**src/sv/usd_pkg.sv**
```systemverilog
`timescale 1ns / 1ps
// ----------------------------------------------------------------------------
// usd_pkg: shared types and constants of the UTF-8 stream decoder
// Form limits, substitute character, lead byte classifier and the
// command / status groups between controller and datapath.
// ----------------------------------------------------------------------------
package usd_pkg;

  // Width of the unclamped sum of a five byte form
  localparam int unsigned SumW = 28;

  localparam logic [SumW-1:0] Max1 = 28'h000007F;
  localparam logic [SumW-1:0] Max2 = 28'h00007FF;
  localparam logic [SumW-1:0] Max3 = 28'h000FFFF;
  localparam logic [SumW-1:0] Max4 = 28'h01FFFFF;
  localparam logic [SumW-1:0] Lim5 = 28'h1000000;

  localparam logic [23:0] SubstChar  = 24'd63;  // '?'
  localparam logic [7:0]  FollowMask = 8'h7F;

  // Buffer holds up to four pending bytes plus the new one
  localparam int unsigned BufBytes = 5;

  // Controller to datapath
  typedef struct packed {
    logic load;  // capture the accepted byte behind the pending ones
    logic step;  // commit one result and drop the bytes it used
  } usd_cmd_t;

  // Datapath to controller
  typedef struct packed {
    logic emit;      // the oldest pending byte can be judged now
    logic last;      // the result of this step ends the run
    logic out_free;  // output register can take a result
  } usd_status_t;

  // Form length opened by a lead byte, zero for a bad lead
  function automatic logic [2:0] form_len(input logic [7:0] b);
    logic [2:0] n;
    case (b) inside
      [8'h00:8'h7F]: n = 3'd1;
      [8'hC0:8'hDF]: n = 3'd2;
      [8'hE0:8'hEF]: n = 3'd3;
      [8'hF0:8'hF7]: n = 3'd4;
      [8'hF8:8'hFB]: n = 3'd5;
      default:       n = 3'd0;
    endcase
    return n;
  endfunction

endpackage

```
**src/sv/usd_if.sv**
```systemverilog
`timescale 1ns / 1ps
// ----------------------------------------------------------------------------
// usd_if: stream channels of the UTF-8 stream decoder
// Byte channel in, code point channel out, valid/ready handshake.
// ----------------------------------------------------------------------------
interface usd_in_if;
  logic       valid;
  logic       ready;
  logic [7:0] text_byte;
  logic       final_byte;

  modport source (output valid, output text_byte, output final_byte, input ready);
  modport sink   (input valid, input text_byte, input final_byte, output ready);
endinterface

interface usd_out_if;
  logic        valid;
  logic        ready;
  logic [23:0] code_point;
  logic        malformed;
  logic [2:0]  bytes_used;
  logic        last_of_run;
  logic        end_of_text;

  modport source (output valid, output code_point, output malformed, output bytes_used,
                  output last_of_run, output end_of_text, input ready);
  modport sink   (input valid, input code_point, input malformed, input bytes_used,
                  input last_of_run, input end_of_text, output ready);
endinterface

```
**src/sv/usd_ctrl.sv**
```systemverilog
`timescale 1ns / 1ps
// ----------------------------------------------------------------------------
// usd_ctrl: sequencing controller of the UTF-8 stream decoder
// Takes one byte, then steps the datapath once per result until the run ends.
// ----------------------------------------------------------------------------
module usd_ctrl (
  input  logic                 clk_i,
  input  logic                 rst_ni,
  input  logic                 in_valid_i,
  output logic                 in_ready_o,
  input  usd_pkg::usd_status_t st_i,
  output usd_pkg::usd_cmd_t    cmd_o
);

  typedef enum logic {
    StIdle,
    StRun
  } state_e;

  state_e state_q, state_d;
  logic   ready_q, ready_d;

  always_comb begin
    state_d   = state_q;
    ready_d   = ready_q;
    cmd_o     = '0;
    case (state_q)
      StIdle: begin
        if (in_valid_i && ready_q) begin
          cmd_o.load = 1'b1;
          state_d    = StRun;
          ready_d    = 1'b0;
        end
      end
      StRun: begin
        if (!st_i.emit) begin
          // byte only extended an unfinished form, or buffer drained
          state_d = StIdle;
          ready_d = 1'b1;
        end else if (st_i.out_free) begin
          cmd_o.step = 1'b1;
          if (st_i.last) begin
            state_d = StIdle;
            ready_d = 1'b1;
          end
        end
      end
      default: begin
        state_d = StIdle;
        ready_d = 1'b1;
      end
    endcase
  end

  always_ff @(posedge clk_i or negedge rst_ni) begin
    if (!rst_ni) begin
      state_q <= StIdle;
      ready_q <= 1'b1;
    end else begin
      state_q <= state_d;
      ready_q <= ready_d;
    end
  end

  assign in_ready_o = ready_q;

endmodule

```
**src/sv/usd_datapath.sv**
```systemverilog
`timescale 1ns / 1ps
// ----------------------------------------------------------------------------
// usd_datapath: byte buffer, form decoder and output register
// Judges the form at the oldest pending byte and shifts used bytes out.
// ----------------------------------------------------------------------------
module usd_datapath (
  input  logic                 clk_i,
  input  logic                 rst_ni,
  input  usd_pkg::usd_cmd_t    cmd_i,
  output usd_pkg::usd_status_t st_o,
  input  logic [7:0]           text_byte_i,
  input  logic                 final_byte_i,
  output logic                 out_valid_o,
  input  logic                 out_ready_i,
  output logic [23:0]          code_point_o,
  output logic                 malformed_o,
  output logic [2:0]           bytes_used_o,
  output logic                 last_of_run_o,
  output logic                 end_of_text_o
);

  localparam int unsigned BufW = 8 * usd_pkg::BufBytes;
  localparam int unsigned SumW = usd_pkg::SumW;

  logic [BufW-1:0] buf_q, buf_d;
  logic [2:0]      cnt_q, cnt_d;
  logic            fin_q;
  logic            vld_q;

  logic [23:0]     cp_q;
  logic            bad_q, last_q, eot_q;
  logic [2:0]      used_q;

  logic [7:0]      b0, b1, b2, b3, b4;
  logic [2:0]      need, used, rem, nlen;
  logic [SumW-1:0] sum;
  logic            fits, ok, good, emit, next_emits;
  logic [BufW-1:0] shifted;

  function automatic logic [SumW-1:0] fol(input logic [7:0] b);
    return SumW'(b & usd_pkg::FollowMask);
  endfunction

  assign b0 = buf_q[7:0];
  assign b1 = buf_q[15:8];
  assign b2 = buf_q[23:16];
  assign b3 = buf_q[31:24];
  assign b4 = buf_q[39:32];

  assign need = usd_pkg::form_len(b0);

  always_comb begin
    sum = '0;
    ok  = 1'b0;
    case (need)
      3'd1: begin
        sum = SumW'(b0);
        ok  = 1'b1;
      end
      3'd2: begin
        sum = (SumW'(b0 & 8'h3F) << 6) + fol(b1);
        ok  = sum > usd_pkg::Max1;
      end
      3'd3: begin
        sum = (SumW'(b0 & 8'h1F) << 12) + (fol(b1) << 6) + fol(b2);
        ok  = sum > usd_pkg::Max2;
      end
      3'd4: begin
        sum = (SumW'(b0 & 8'h0F) << 18) + (fol(b1) << 12) + (fol(b2) << 6) + fol(b3);
        ok  = sum > usd_pkg::Max3;
      end
      3'd5: begin
        sum = (SumW'(b0 & 8'h07) << 24) + (fol(b1) << 18) + (fol(b2) << 12)
            + (fol(b3) << 6) + fol(b4);
        ok  = (sum > usd_pkg::Max4) && (sum < usd_pkg::Lim5);
      end
      default: begin
        sum = '0;
        ok  = 1'b0;
      end
    endcase
  end

  assign fits = (need != 3'd0) && (cnt_q >= need);
  assign good = fits && ok;
  assign emit = (cnt_q != 3'd0) && ((need == 3'd0) || fits || fin_q);
  assign used = good ? need : 3'd1;
  assign rem  = cnt_q - used;

  // look ahead at the byte that leads after this step
  assign shifted    = buf_q >> {used, 3'b000};
  assign nlen       = usd_pkg::form_len(shifted[7:0]);
  assign next_emits = (rem != 3'd0) && ((nlen == 3'd0) || (rem >= nlen) || fin_q);

  assign st_o.emit     = emit;
  assign st_o.last     = !next_emits;
  assign st_o.out_free = !vld_q || out_ready_i;

  always_comb begin
    buf_d = buf_q;
    cnt_d = cnt_q;
    if (cmd_i.load) begin
      for (int i = 0; i < int'(usd_pkg::BufBytes); i++) begin
        if (cnt_q == 3'(i)) buf_d[8*i +: 8] = text_byte_i;
      end
      cnt_d = cnt_q + 3'd1;
    end else if (cmd_i.step) begin
      buf_d = shifted;
      cnt_d = rem;
    end
  end

  always_ff @(posedge clk_i or negedge rst_ni) begin
    if (!rst_ni) begin
      cnt_q <= 3'd0;
      vld_q <= 1'b0;
    end else begin
      cnt_q <= cnt_d;
      if (cmd_i.step) begin
        vld_q <= 1'b1;
      end else if (out_ready_i) begin
        vld_q <= 1'b0;
      end
    end
  end

  always_ff @(posedge clk_i) begin
    buf_q <= buf_d;
    if (cmd_i.load) fin_q <= final_byte_i;
    if (cmd_i.step) begin
      cp_q   <= good ? sum[23:0] : usd_pkg::SubstChar;
      bad_q  <= !good;
      used_q <= used;
      last_q <= !next_emits;
      eot_q  <= !next_emits && fin_q;
    end
  end

  assign out_valid_o   = vld_q;
  assign code_point_o  = cp_q;
  assign malformed_o   = bad_q;
  assign bytes_used_o  = used_q;
  assign last_of_run_o = last_q;
  assign end_of_text_o = eot_q;

  // buffer never holds more than four pending bytes plus one new byte
  a_cnt_range: assert property (@(posedge clk_i) disable iff (!rst_ni)
    cnt_q <= 3'd5)
    else $error("byte count out of range");

  // a result only goes into a free output register
  a_step_free: assert property (@(posedge clk_i) disable iff (!rst_ni)
    cmd_i.step |-> (!vld_q || out_ready_i))
    else $error("result overwrote a waiting one");

  // the end of a text leaves the buffer empty
  a_eot_empty: assert property (@(posedge clk_i) disable iff (!rst_ni)
    (cmd_i.step && !next_emits && fin_q) |=> (cnt_q == 3'd0))
    else $error("bytes left after end of text");

  // a rejected form always reports the substitute and one byte
  a_bad_form: assert property (@(posedge clk_i) disable iff (!rst_ni)
    (vld_q && bad_q) |-> (used_q == 3'd1 && cp_q == usd_pkg::SubstChar))
    else $error("malformed result with wrong payload");

endmodule

```
**src/sv/utf8_stream_decoder.sv**
```systemverilog
`timescale 1ns / 1ps
// ----------------------------------------------------------------------------
// utf8_stream_decoder: streaming UTF-8 to code point decoder
// Controller plus datapath, one byte taken per run of results.
// ----------------------------------------------------------------------------
// Usage:
//   in_i carries one text byte per transaction, final_byte marks the last
//   byte of a text. out_o carries one code point per transaction, with
//   malformed, bytes_used, last_of_run and end_of_text flags.
//   A byte that only extends an unfinished form yields no result; a byte
//   that completes forms, or ends the text, yields one result per form, and
//   a rejected form yields '?' for one byte, the rest being judged again.
// Timing:
//   After a byte is taken the controller steps once per result, of which a
//   byte causes 1 to 5, and goes back to waiting for a byte when it causes
//   none. A new byte is taken only after the run of the last one has ended.
//   The first result is stepped into the output register after the byte's
//   transaction, once that register is free.
//   in_i.ready is high only while the controller waits for a byte.
// Reset:
//   rst_ni clears the pending byte count and the output valid flag.
// Stall:
//   The output register holds a result until out_o.ready; the controller
//   stops stepping meanwhile. The last result of a run may still wait there
//   while the next byte is taken.
// ----------------------------------------------------------------------------
module utf8_stream_decoder (
  input  logic  clk_i,
  input  logic  rst_ni,
  usd_in_if.sink    in_i,
  usd_out_if.source out_o
);

  usd_pkg::usd_cmd_t    cmd;
  usd_pkg::usd_status_t st;

  // sequencing: byte intake and one step per result
  usd_ctrl u_ctrl (
    .clk_i      (clk_i),
    .rst_ni     (rst_ni),
    .in_valid_i (in_i.valid),
    .in_ready_o (in_i.ready),
    .st_i       (st),
    .cmd_o      (cmd)
  );

  // buffer, decoder and output register
  usd_datapath u_datapath (
    .clk_i         (clk_i),
    .rst_ni        (rst_ni),
    .cmd_i         (cmd),
    .st_o          (st),
    .text_byte_i   (in_i.text_byte),
    .final_byte_i  (in_i.final_byte),
    .out_valid_o   (out_o.valid),
    .out_ready_i   (out_o.ready),
    .code_point_o  (out_o.code_point),
    .malformed_o   (out_o.malformed),
    .bytes_used_o  (out_o.bytes_used),
    .last_of_run_o (out_o.last_of_run),
    .end_of_text_o (out_o.end_of_text)
  );

endmodule
```
**src/flat_wrapper.sv**
```systemverilog
// flat-port wrapper written by rule: the top's interface ports become plain ports
module utf8_stream_decoder_flat 
  (clk_i, rst_ni, in_i_valid, in_i_text_byte, in_i_final_byte, in_i_ready, out_o_valid, out_o_code_point, out_o_malformed, out_o_bytes_used, out_o_last_of_run, out_o_end_of_text, out_o_ready);
  usd_in_if in_i_i ();
  usd_out_if out_o_i ();
  input  logic clk_i;
  input  logic rst_ni;
  input wire logic [$bits(in_i_i.valid)-1:0] in_i_valid;
  input wire logic [$bits(in_i_i.text_byte)-1:0] in_i_text_byte;
  input wire logic [$bits(in_i_i.final_byte)-1:0] in_i_final_byte;
  output wire logic [$bits(in_i_i.ready)-1:0] in_i_ready;
  output wire logic [$bits(out_o_i.valid)-1:0] out_o_valid;
  output wire logic [$bits(out_o_i.code_point)-1:0] out_o_code_point;
  output wire logic [$bits(out_o_i.malformed)-1:0] out_o_malformed;
  output wire logic [$bits(out_o_i.bytes_used)-1:0] out_o_bytes_used;
  output wire logic [$bits(out_o_i.last_of_run)-1:0] out_o_last_of_run;
  output wire logic [$bits(out_o_i.end_of_text)-1:0] out_o_end_of_text;
  input wire logic [$bits(out_o_i.ready)-1:0] out_o_ready;
  assign in_i_i.valid = in_i_valid;
  assign in_i_i.text_byte = in_i_text_byte;
  assign in_i_i.final_byte = in_i_final_byte;
  assign in_i_ready = in_i_i.ready;
  assign out_o_valid = out_o_i.valid;
  assign out_o_code_point = out_o_i.code_point;
  assign out_o_malformed = out_o_i.malformed;
  assign out_o_bytes_used = out_o_i.bytes_used;
  assign out_o_last_of_run = out_o_i.last_of_run;
  assign out_o_end_of_text = out_o_i.end_of_text;
  assign out_o_i.ready = out_o_ready;
  utf8_stream_decoder u_core (.clk_i(clk_i), .rst_ni(rst_ni), .in_i(in_i_i), .out_o(out_o_i));
endmodule
```
**config.mk**
```make
export PLATFORM = sky130hd
export DESIGN_NAME = utf8_stream_decoder_flat
export DESIGN_NICKNAME = d
export VERILOG_FILES = /design/src/sv/usd_pkg.sv /design/src/sv/usd_if.sv /design/src/sv/usd_ctrl.sv /design/src/sv/usd_datapath.sv /design/src/sv/utf8_stream_decoder.sv /design/src/flat_wrapper.sv
export SDC_FILE = /design/constraint.sdc
export NUM_CORES = 1
export LEC_CHECK = 0
export ABC_CLOCK_PERIOD_IN_PS = 4960
export CORE_AREA = 4 4 103 105
export CTS_BUF_LIST = sky130_fd_sc_hd__clkbuf_4 sky130_fd_sc_hd__clkbuf_8
export CTS_CLUSTER_DIAMETER = 30
export DETAILED_ROUTE_END_ITERATION = 6
export DIE_AREA = 0 0 107 109
export DONT_BUFFER_PORTS = 1
export GPL_TIMING_DRIVEN = 1
export PLACE_DENSITY = 0.77
export SYNTH_ARGS = -nofsm -noshare
export SYNTH_HDL_FRONTEND = slang
export SYNTH_HIERARCHICAL = 1
export SYNTH_SLANG_ARGS = --single-unit
export TNS_END_PERCENT = 1
```
**constraint.sdc**
```tcl
create_clock -name clk_i -period 4.96 [get_ports clk_i]
set_clock_uncertainty 0.15 [all_clocks]
set_input_delay 0.496 -clock clk_i [delete_from_list [all_inputs] [get_ports clk_i]]
set_output_delay 0.496 -clock clk_i [all_outputs]
set_load 0.005 [all_outputs]
```
* After elaboration in Yosys (flattened, before gate mapping)
Cells that the tools add are included.
** Operators by class
- Equal/unequal tests :: 17
- Add/subtract/negate cells :: 12
- Magnitude comparators :: 27
- Shifts and indexed selects :: 1
- Multiplexer cells :: 38
- Bitwise logic cells :: 1
- Reduce and logical (&&, ||, !) cells :: 39
** Operator list (count)
- case mux 24 bit (5 select lines) :: 1
- 2-to-1 mux 40 bit :: 2
- greater-or-equal comparator 8 bit, second input constant :: 8
- <= comparator 8 bit, second input constant :: 8
- 2-to-1 mux 8 bit :: 5
- right shift 40 x 6 -> 40 bit :: 1
- 2-to-1 mux 3 bit :: 13
- adder 27 x 25 -> 28 bit :: 1
- adder 28 x 13 -> 28 bit :: 1
- adder 28 x 19 -> 28 bit :: 1
- adder 28 x 7 -> 28 bit :: 1
- greater-than comparator 28 x 21 -> 1 bit, second input constant :: 1
- less-than comparator 28 x 25 -> 1 bit, second input constant :: 1
- adder 24 x 7 -> 25 bit :: 1
- greater-than comparator 25 x 16 -> 1 bit, second input constant :: 1
- adder 23 x 13 -> 24 bit :: 1
- adder 22 x 19 -> 23 bit :: 1
- adder 18 x 7 -> 19 bit :: 1
- greater-than comparator 19 x 11 -> 1 bit, second input constant :: 1
- adder 17 x 13 -> 18 bit :: 1
- logical AND 1 bit :: 17
- greater-or-equal comparator 8 x 1 -> 1 bit, second input constant :: 2
- <= comparator 8 x 7 -> 1 bit, second input constant :: 2
- 2-to-1 mux 1 bit :: 14
- 21 further kinds :: 49
** Word-level totals
- Logic and storage cells :: 150
- Register bits after elaboration :: 77

* Longest topological paths before layout
- Depth in word-level cells :: 27
- Depth in mapped cells :: 27
- Mapped depth without buffers :: 23

* By module
The synthesis kept the hierarchy.
** Modules (own cells, without submodules)
- usd_datapath :: times used 1, area an instance 5557.8 µm², cells an instance 588, seq. area each 2232.1 µm²
- usd_ctrl :: times used 1, area an instance 103.8 µm², cells an instance 10, seq. area each 51.3 µm²

* Worst setup path after synthesis
No wires, ideal clock.
- Kind :: register to register
- Start :: register u_core.u_datapath.buf_q[3]
- End :: register u_core.u_ctrl.state_q
- Setup slack :: -0.118 ns
- Setup time :: 0.064 ns
- Buffers on the path :: 4
- Arrival time :: 4.864 ns
- Cell stages (with the launch flop) :: 28
- Period minus slack after synthesis :: 5.078 ns
- Path through :: edfxtp_1 > buf_2 > inv_1 > nor4_2 > or2_2 > ha_1 > nand2b_1 > a21o_1 > a21oi_1 > a21oi_1 > o2111a_1 > clkbuf_1 > a21o_1 > buf_6 > buf_4 > inv_1 > ha_1 > fa_1 > xor2_1 > xor2_1 > inv_1 > ha_1 > inv_1 > o21a_1 > a32oi_1 > o31ai_1 > a21boi_0 > a21o_1
** On the way
- Cells in the longest elaborated chain, start to end :: 27
- Elaborated cells between the ends (all ways) :: 76
** Ends and longest elaborated chain
- start, declared :: RTL line usd_datapath.sv:25 : logic [BufW-1:0] buf_q, buf_d;
- start signal, assigned :: RTL line usd_datapath.sv:128 : buf_q <= buf_d;
- branches (longest 10 deep; another with adder 24 x 7 -> 25 bit)
- 2-to-1 mux 3 bit (*) :: RTL line usd_datapath.sv:87 : assign used = good ? need : 3'd1;
- net u_core.u_datapath.used[0] :: RTL line usd_datapath.sv:35 : logic [2:0] need, used, rem, nlen;
- right shift 40 x 6 -> 40 bit :: RTL line usd_datapath.sv:91 : assign shifted = buf_q >> {used, 3'b000};
- greater-or-equal comparator 8 bit (not written as such) or <= comparator 8 bit (tied branches) :: RTL line usd_datapath.sv:92 : assign nlen = usd_pkg::form_len(shifted[7:0]);
- logical AND 1 bit (not written as such) :: RTL line usd_datapath.sv:92
- 2-to-1 mux 3 bit (5 in series) :: RTL line usd_pkg.sv:40 : case (b) inside
- greater-or-equal comparator 3 bit or logical NOT 3 bit (tied branches) :: RTL line usd_datapath.sv:93 : assign next_emits = (rem != 3'd0) && ((nlen == 3'd0) || (rem >= nlen) || fin_q);
- logical OR 1 bit (2 in series) :: RTL line usd_datapath.sv:93
- logical AND 1 bit (*) :: RTL line usd_datapath.sv:93
- 2-to-1 mux 1 bit (*) :: RTL line usd_ctrl.sv:42 : if (st_i.last) begin
- 2-to-1 mux 1 bit (*) :: RTL line usd_ctrl.sv:40 : end else if (st_i.out_free) begin
- 2-to-1 mux 1 bit (*) :: RTL line usd_ctrl.sv:36 : if (!st_i.emit) begin
- case mux 1 bit (2 select lines) (*) :: RTL line usd_ctrl.sv:27 : case (state_q)
- net u_core.u_ctrl.state_d :: RTL line usd_ctrl.sv:20 : state_e state_q, state_d;
- end signal, assigned :: RTL line usd_ctrl.sv:57 : state_q <= StIdle;
- end signal, assigned :: RTL line usd_ctrl.sv:60 : state_q <= state_d;
- end, declared :: RTL line usd_ctrl.sv:20
Mark *: on every way through the listed nets, which the timed path passes.
A chain may end at the register's enable or synchronous reset.

* Final worst setup path
- Start :: register u_core.u_datapath.buf_q[24]
- End :: register u_core.u_ctrl.state_q
** On the way
- Cells in the longest elaborated chain, start to end :: 23
- Elaborated cells between the ends (all ways) :: 42
** Ends and longest elaborated chain
- adder 28 x 13 -> 28 bit :: RTL line usd_datapath.sv:74 : + (fol(b3) << 6) + fol(b4);
- adder 28 x 7 -> 28 bit :: RTL line usd_datapath.sv:74
- greater-than comparator 28 x 21 -> 1 bit or less-than comparator 28 x 25 -> 1 bit (tied branches) :: RTL line usd_datapath.sv:75 : ok = (sum > usd_pkg::Max4) && (sum < usd_pkg::Lim5);
- logical AND 1 bit :: RTL line usd_datapath.sv:75
- case mux 1 bit (5 select lines) :: RTL line usd_datapath.sv:55 : case (need)
- logical AND 1 bit :: RTL line usd_datapath.sv:85 : assign good = fits && ok;
- 2-to-1 mux 3 bit :: RTL line usd_datapath.sv:87
- right shift 40 x 6 -> 40 bit :: RTL line usd_datapath.sv:91
- [... 7 more ...]
- greater-or-equal comparator 3 bit or logical NOT 3 bit (tied branches) :: RTL line usd_datapath.sv:93
- logical OR 1 bit (2 in series) :: RTL line usd_datapath.sv:93
- logical AND 1 bit (*) :: RTL line usd_datapath.sv:93
- 2-to-1 mux 1 bit (*) :: RTL line usd_ctrl.sv:42
- 2-to-1 mux 1 bit (*) :: RTL line usd_ctrl.sv:40
- 2-to-1 mux 1 bit (*) :: RTL line usd_ctrl.sv:36
- case mux 1 bit (2 select lines) (*) :: RTL line usd_ctrl.sv:27
- net u_core.u_ctrl.state_d :: RTL line usd_ctrl.sv:20
Mark *: on every way through the listed nets, which the timed path passes. The rest lies on a longest branch.

==> metrics.cfg <==
[status]
status=complete, no violations

[power_and_ir_drop]
switchingPower_w=0.002097
p_sw_share_pct=46.63
p_int_w=0.002401
p_leak_nw=2.458
seq_power_share_pct=28.4
power_frac_comb_pct=61.9
clkPwrFrac_pct=9.7
ir_worst_vdd_v=0.0005843
power_density_nw_per_um2=685.3

[routing]
drt-total-wl_mm=18.37
firstDrtPassIters=5
first_iter_violations=681
ant_nets=0
routedWlPerCell_um=23.37
vias_per_cell=6.749
vias=5305
drc_errors=0

[synthesis]
ys_warn_count=6
synth_cell_type_count=74
synth-main-ff-cell=edfxtp_1
async_reset_ff_share_pct=7.792
ys_seq_area_share_pct=40.33
syn_avg_cell_area_um2=9.468
syn_inst=598
ys_ff_latch=77
syn_area_um2=5662
syn_nets=632
synth_edf_count=71

[critical_path]
reg2regPathDepth=20
critPathMaxFanout=4
path_class=reg2reg
required_ps=5070
arrival_ps=4940
crit_path_start_kind=register
r2r-end=u_core/u_ctrl/state_q$_DFF_PN0_
ff2ff_setup_slack_ps=130
r2r-start=u_core/u_datapath/buf_q[24]$_DFFE_PP_
end_kind=register
crit_start=u_core/u_datapath/buf_q[24]$_DFFE_PP_

[cells_and_area]
final_layout_size_suffix_gt1_share_pct=22.36
final_core_util_pct=68.09
nets=682
instances_no_fill=786
area.growth.synth_to_final_pct=15.93
final_common_cell=buf_4
design_area_um2=6564
final_cell_mix=buf_4, edfxtp_1, nand2_1, nor2_1, o21ai_0
diodes=0

[placement]
place_area_um2=6062
place.gp.congestion=1.048
dpl.hpwl_mm=13.15
io_buffer_count=0
dp_slack_ps=-147.2
placed_cells=747

[timing]
fin_setup_tns_ps=0
slew_headroom_pct=52.08
period_share_pct=97.44
setup_viol_count_final=0
worstMarginPinSlew_ps=716.1
hold_viol=0
fmax_mhz=206.9
drv_slew=0
layout_min_cycle_time_ps=4833
setup_ws_ps=127.0

[flow_run]
cap_violations=0

[worst_hold_path]
hold_path_startpoint=in_i_final_byte
hold_class=in2reg
hold_path_end=u_core/u_datapath/fin_q$_DFFE_PP_
hold_depth=0

[global_routing]
grt_pass1_vias=4852
grt_max_degree=36
grt_pass1_wl_mm=26.99
grt-ovfl-total=0
antenna_found_initial=0
grt_use_total_pct=30.76

[die]
core_um2=9639
initial_core_util_pct=58.74
die_h_um=109
fp.dieArea_um2=11660
die_w_um=107
boundaryPins=45
rows=36

[clocking]
htreeDepth=3
cts_buffers=9
cts_tree=yes
cts_buffer_depth=2
clock-sinks=77
path_clk_slew_ps=90
clock_latency_ps=370
clock-root-buffer=clkbuf_8

## cells in the mapped netlist, types with 12 or more instances
cell type   n  area (um^2)
a21o_1     12        90.09
a21oi_1    42        210.2
a22oi_1    16        120.1
buf_2      17        85.08
clkbuf_1   16        60.06
edfxtp_1   71         2132
ha_1       20        250.2
inv_1      26        97.59
mux2i_1    22        220.2
nand2_1    53        198.9
nand3_1    16        80.08
nor2_1     49        183.9
nor3_1     13        65.06
o21ai_0    44        220.2
xnor2_1    26        227.7
xor2_1     12        105.1
## critical path, cell delays in order (launching register included)
cell and delay (ps):
edfxtp_1 410, ha_2 220, ha_1 200, and3_2 260
a21o_1 220, a41oi_4 260, o211ai_1 130, a211o_1 370
a21o_1 240, nand2_2 100, inv_2 80, fa_1 400
xor2_1 190, xor2_1 280, inv_1 100, ha_1 300
inv_1 70, o21ai_0 110, o31ai_2 300, a21boi_1 130
a21o_1 190
## what timing repair did
| action | in CTS | in global routing |
|---|---|---|
| gates cloned | 0 | 1 |
| setup endpoints to repair | 3 | 3 |
| pin swaps | 3 | 14 |
| resized for setup | 6 | 26 |
| hold buffers | 1 | 0 |
| setup buffers | 1 | 20 |
| hold endpoints to repair | 6 | 0 |
## sequential cells by signal, indices dropped and copies added, names as in the netlist
register,count
u_core/u_ctrl/in_ready_o,1
u_core/u_ctrl/state_q,1
u_core/u_datapath/buf_q,40
u_core/u_datapath/bytes_used_o,3
u_core/u_datapath/cnt_q,3
u_core/u_datapath/code_point_o,24
u_core/u_datapath/end_of_text_o,1
u_core/u_datapath/fin_q,1
u_core/u_datapath/last_of_run_o,1
u_core/u_datapath/malformed_o,1
u_core/u_datapath/out_valid_o,1
## per-layer routing
metal,share of wire (%),global-route usage [%],routed length [um],vias up
met5,0,0,0,-
met4,5.7,16.89,1056,0
met3,10,5.743,1834,82
met2,46,49.51,8501,390
met1,38,39.38,6977,2501
li1,-,-,-,2332
## worst max path at each step
| stage | endpoint | cells after the start |
|---|---|---|
| final | u_core/u_ctrl/state_q$_DFF_PN0_ | 20 |
| after CTS | u_core/u_ctrl/state_q$_DFF_PN0_ | 19 |
| after floorplan | u_core/u_ctrl/state_q$_DFF_PN0_ | 27 |
| after global routing | u_core/u_ctrl/state_q$_DFF_PN0_ | 22 |
| after detailed placement | u_core/u_ctrl/state_q$_DFF_PN0_ | 19 |
| after global placement | u_core/u_ctrl/state_q$_DFF_PN0_ | 19 |
## layout make-up
class / instances / area [um^2]
clock buffers: 9 / 123.9
clock inverters: 7 / 48.80
fillers: 764 / 3075
inverters: 27 / 101.3
multi-input cells: 453 / 3237
flip-flops and latches: 77 / 2283
well taps: 133 / 166.4
repair buffers: 80 / 603.1
## power by group through the flow
stage	Sequential, W	Combinational, W	Clock (W)
after floorplan	0.00118	0.00171	0
after global placement	0.00128	0.00236	0
after detailed placement	0.00129	0.00241	0
after CTS	0.00127	0.00245	0.000448
after global routing	0.00129	0.00298	0.000474
final	0.00128	0.00278	0.000436
## logic make-up after synthesis
| group | count (synthesis) | share of synthesized area, % |
|---|---|---|
| multiplexers | 30 | 5.613 |
| AO/OA/AOI/OAI | 171 | 20.80 |
| AND/OR/NAND/NOR | 192 | 16.91 |
| XOR/XNOR | 38 | 5.878 |
| flip-flops | 77 | 40.33 |
| adder cells (fa/ha/maj) | 21 | 4.773 |
| buffers and inverters | 69 | 5.701 |
## through the flow
stage | hold WS, ps | total power (W)
after floorplan | 50.41 | 0.002882
after global placement | 50.54 | 0.003635
after detailed placement | 50.64 | 0.003697
after CTS | 61.50 | 0.004171
after global routing | 55.49 | 0.004750
final | 77.66 | 0.004498
Power figures use the tool's default switching activity.
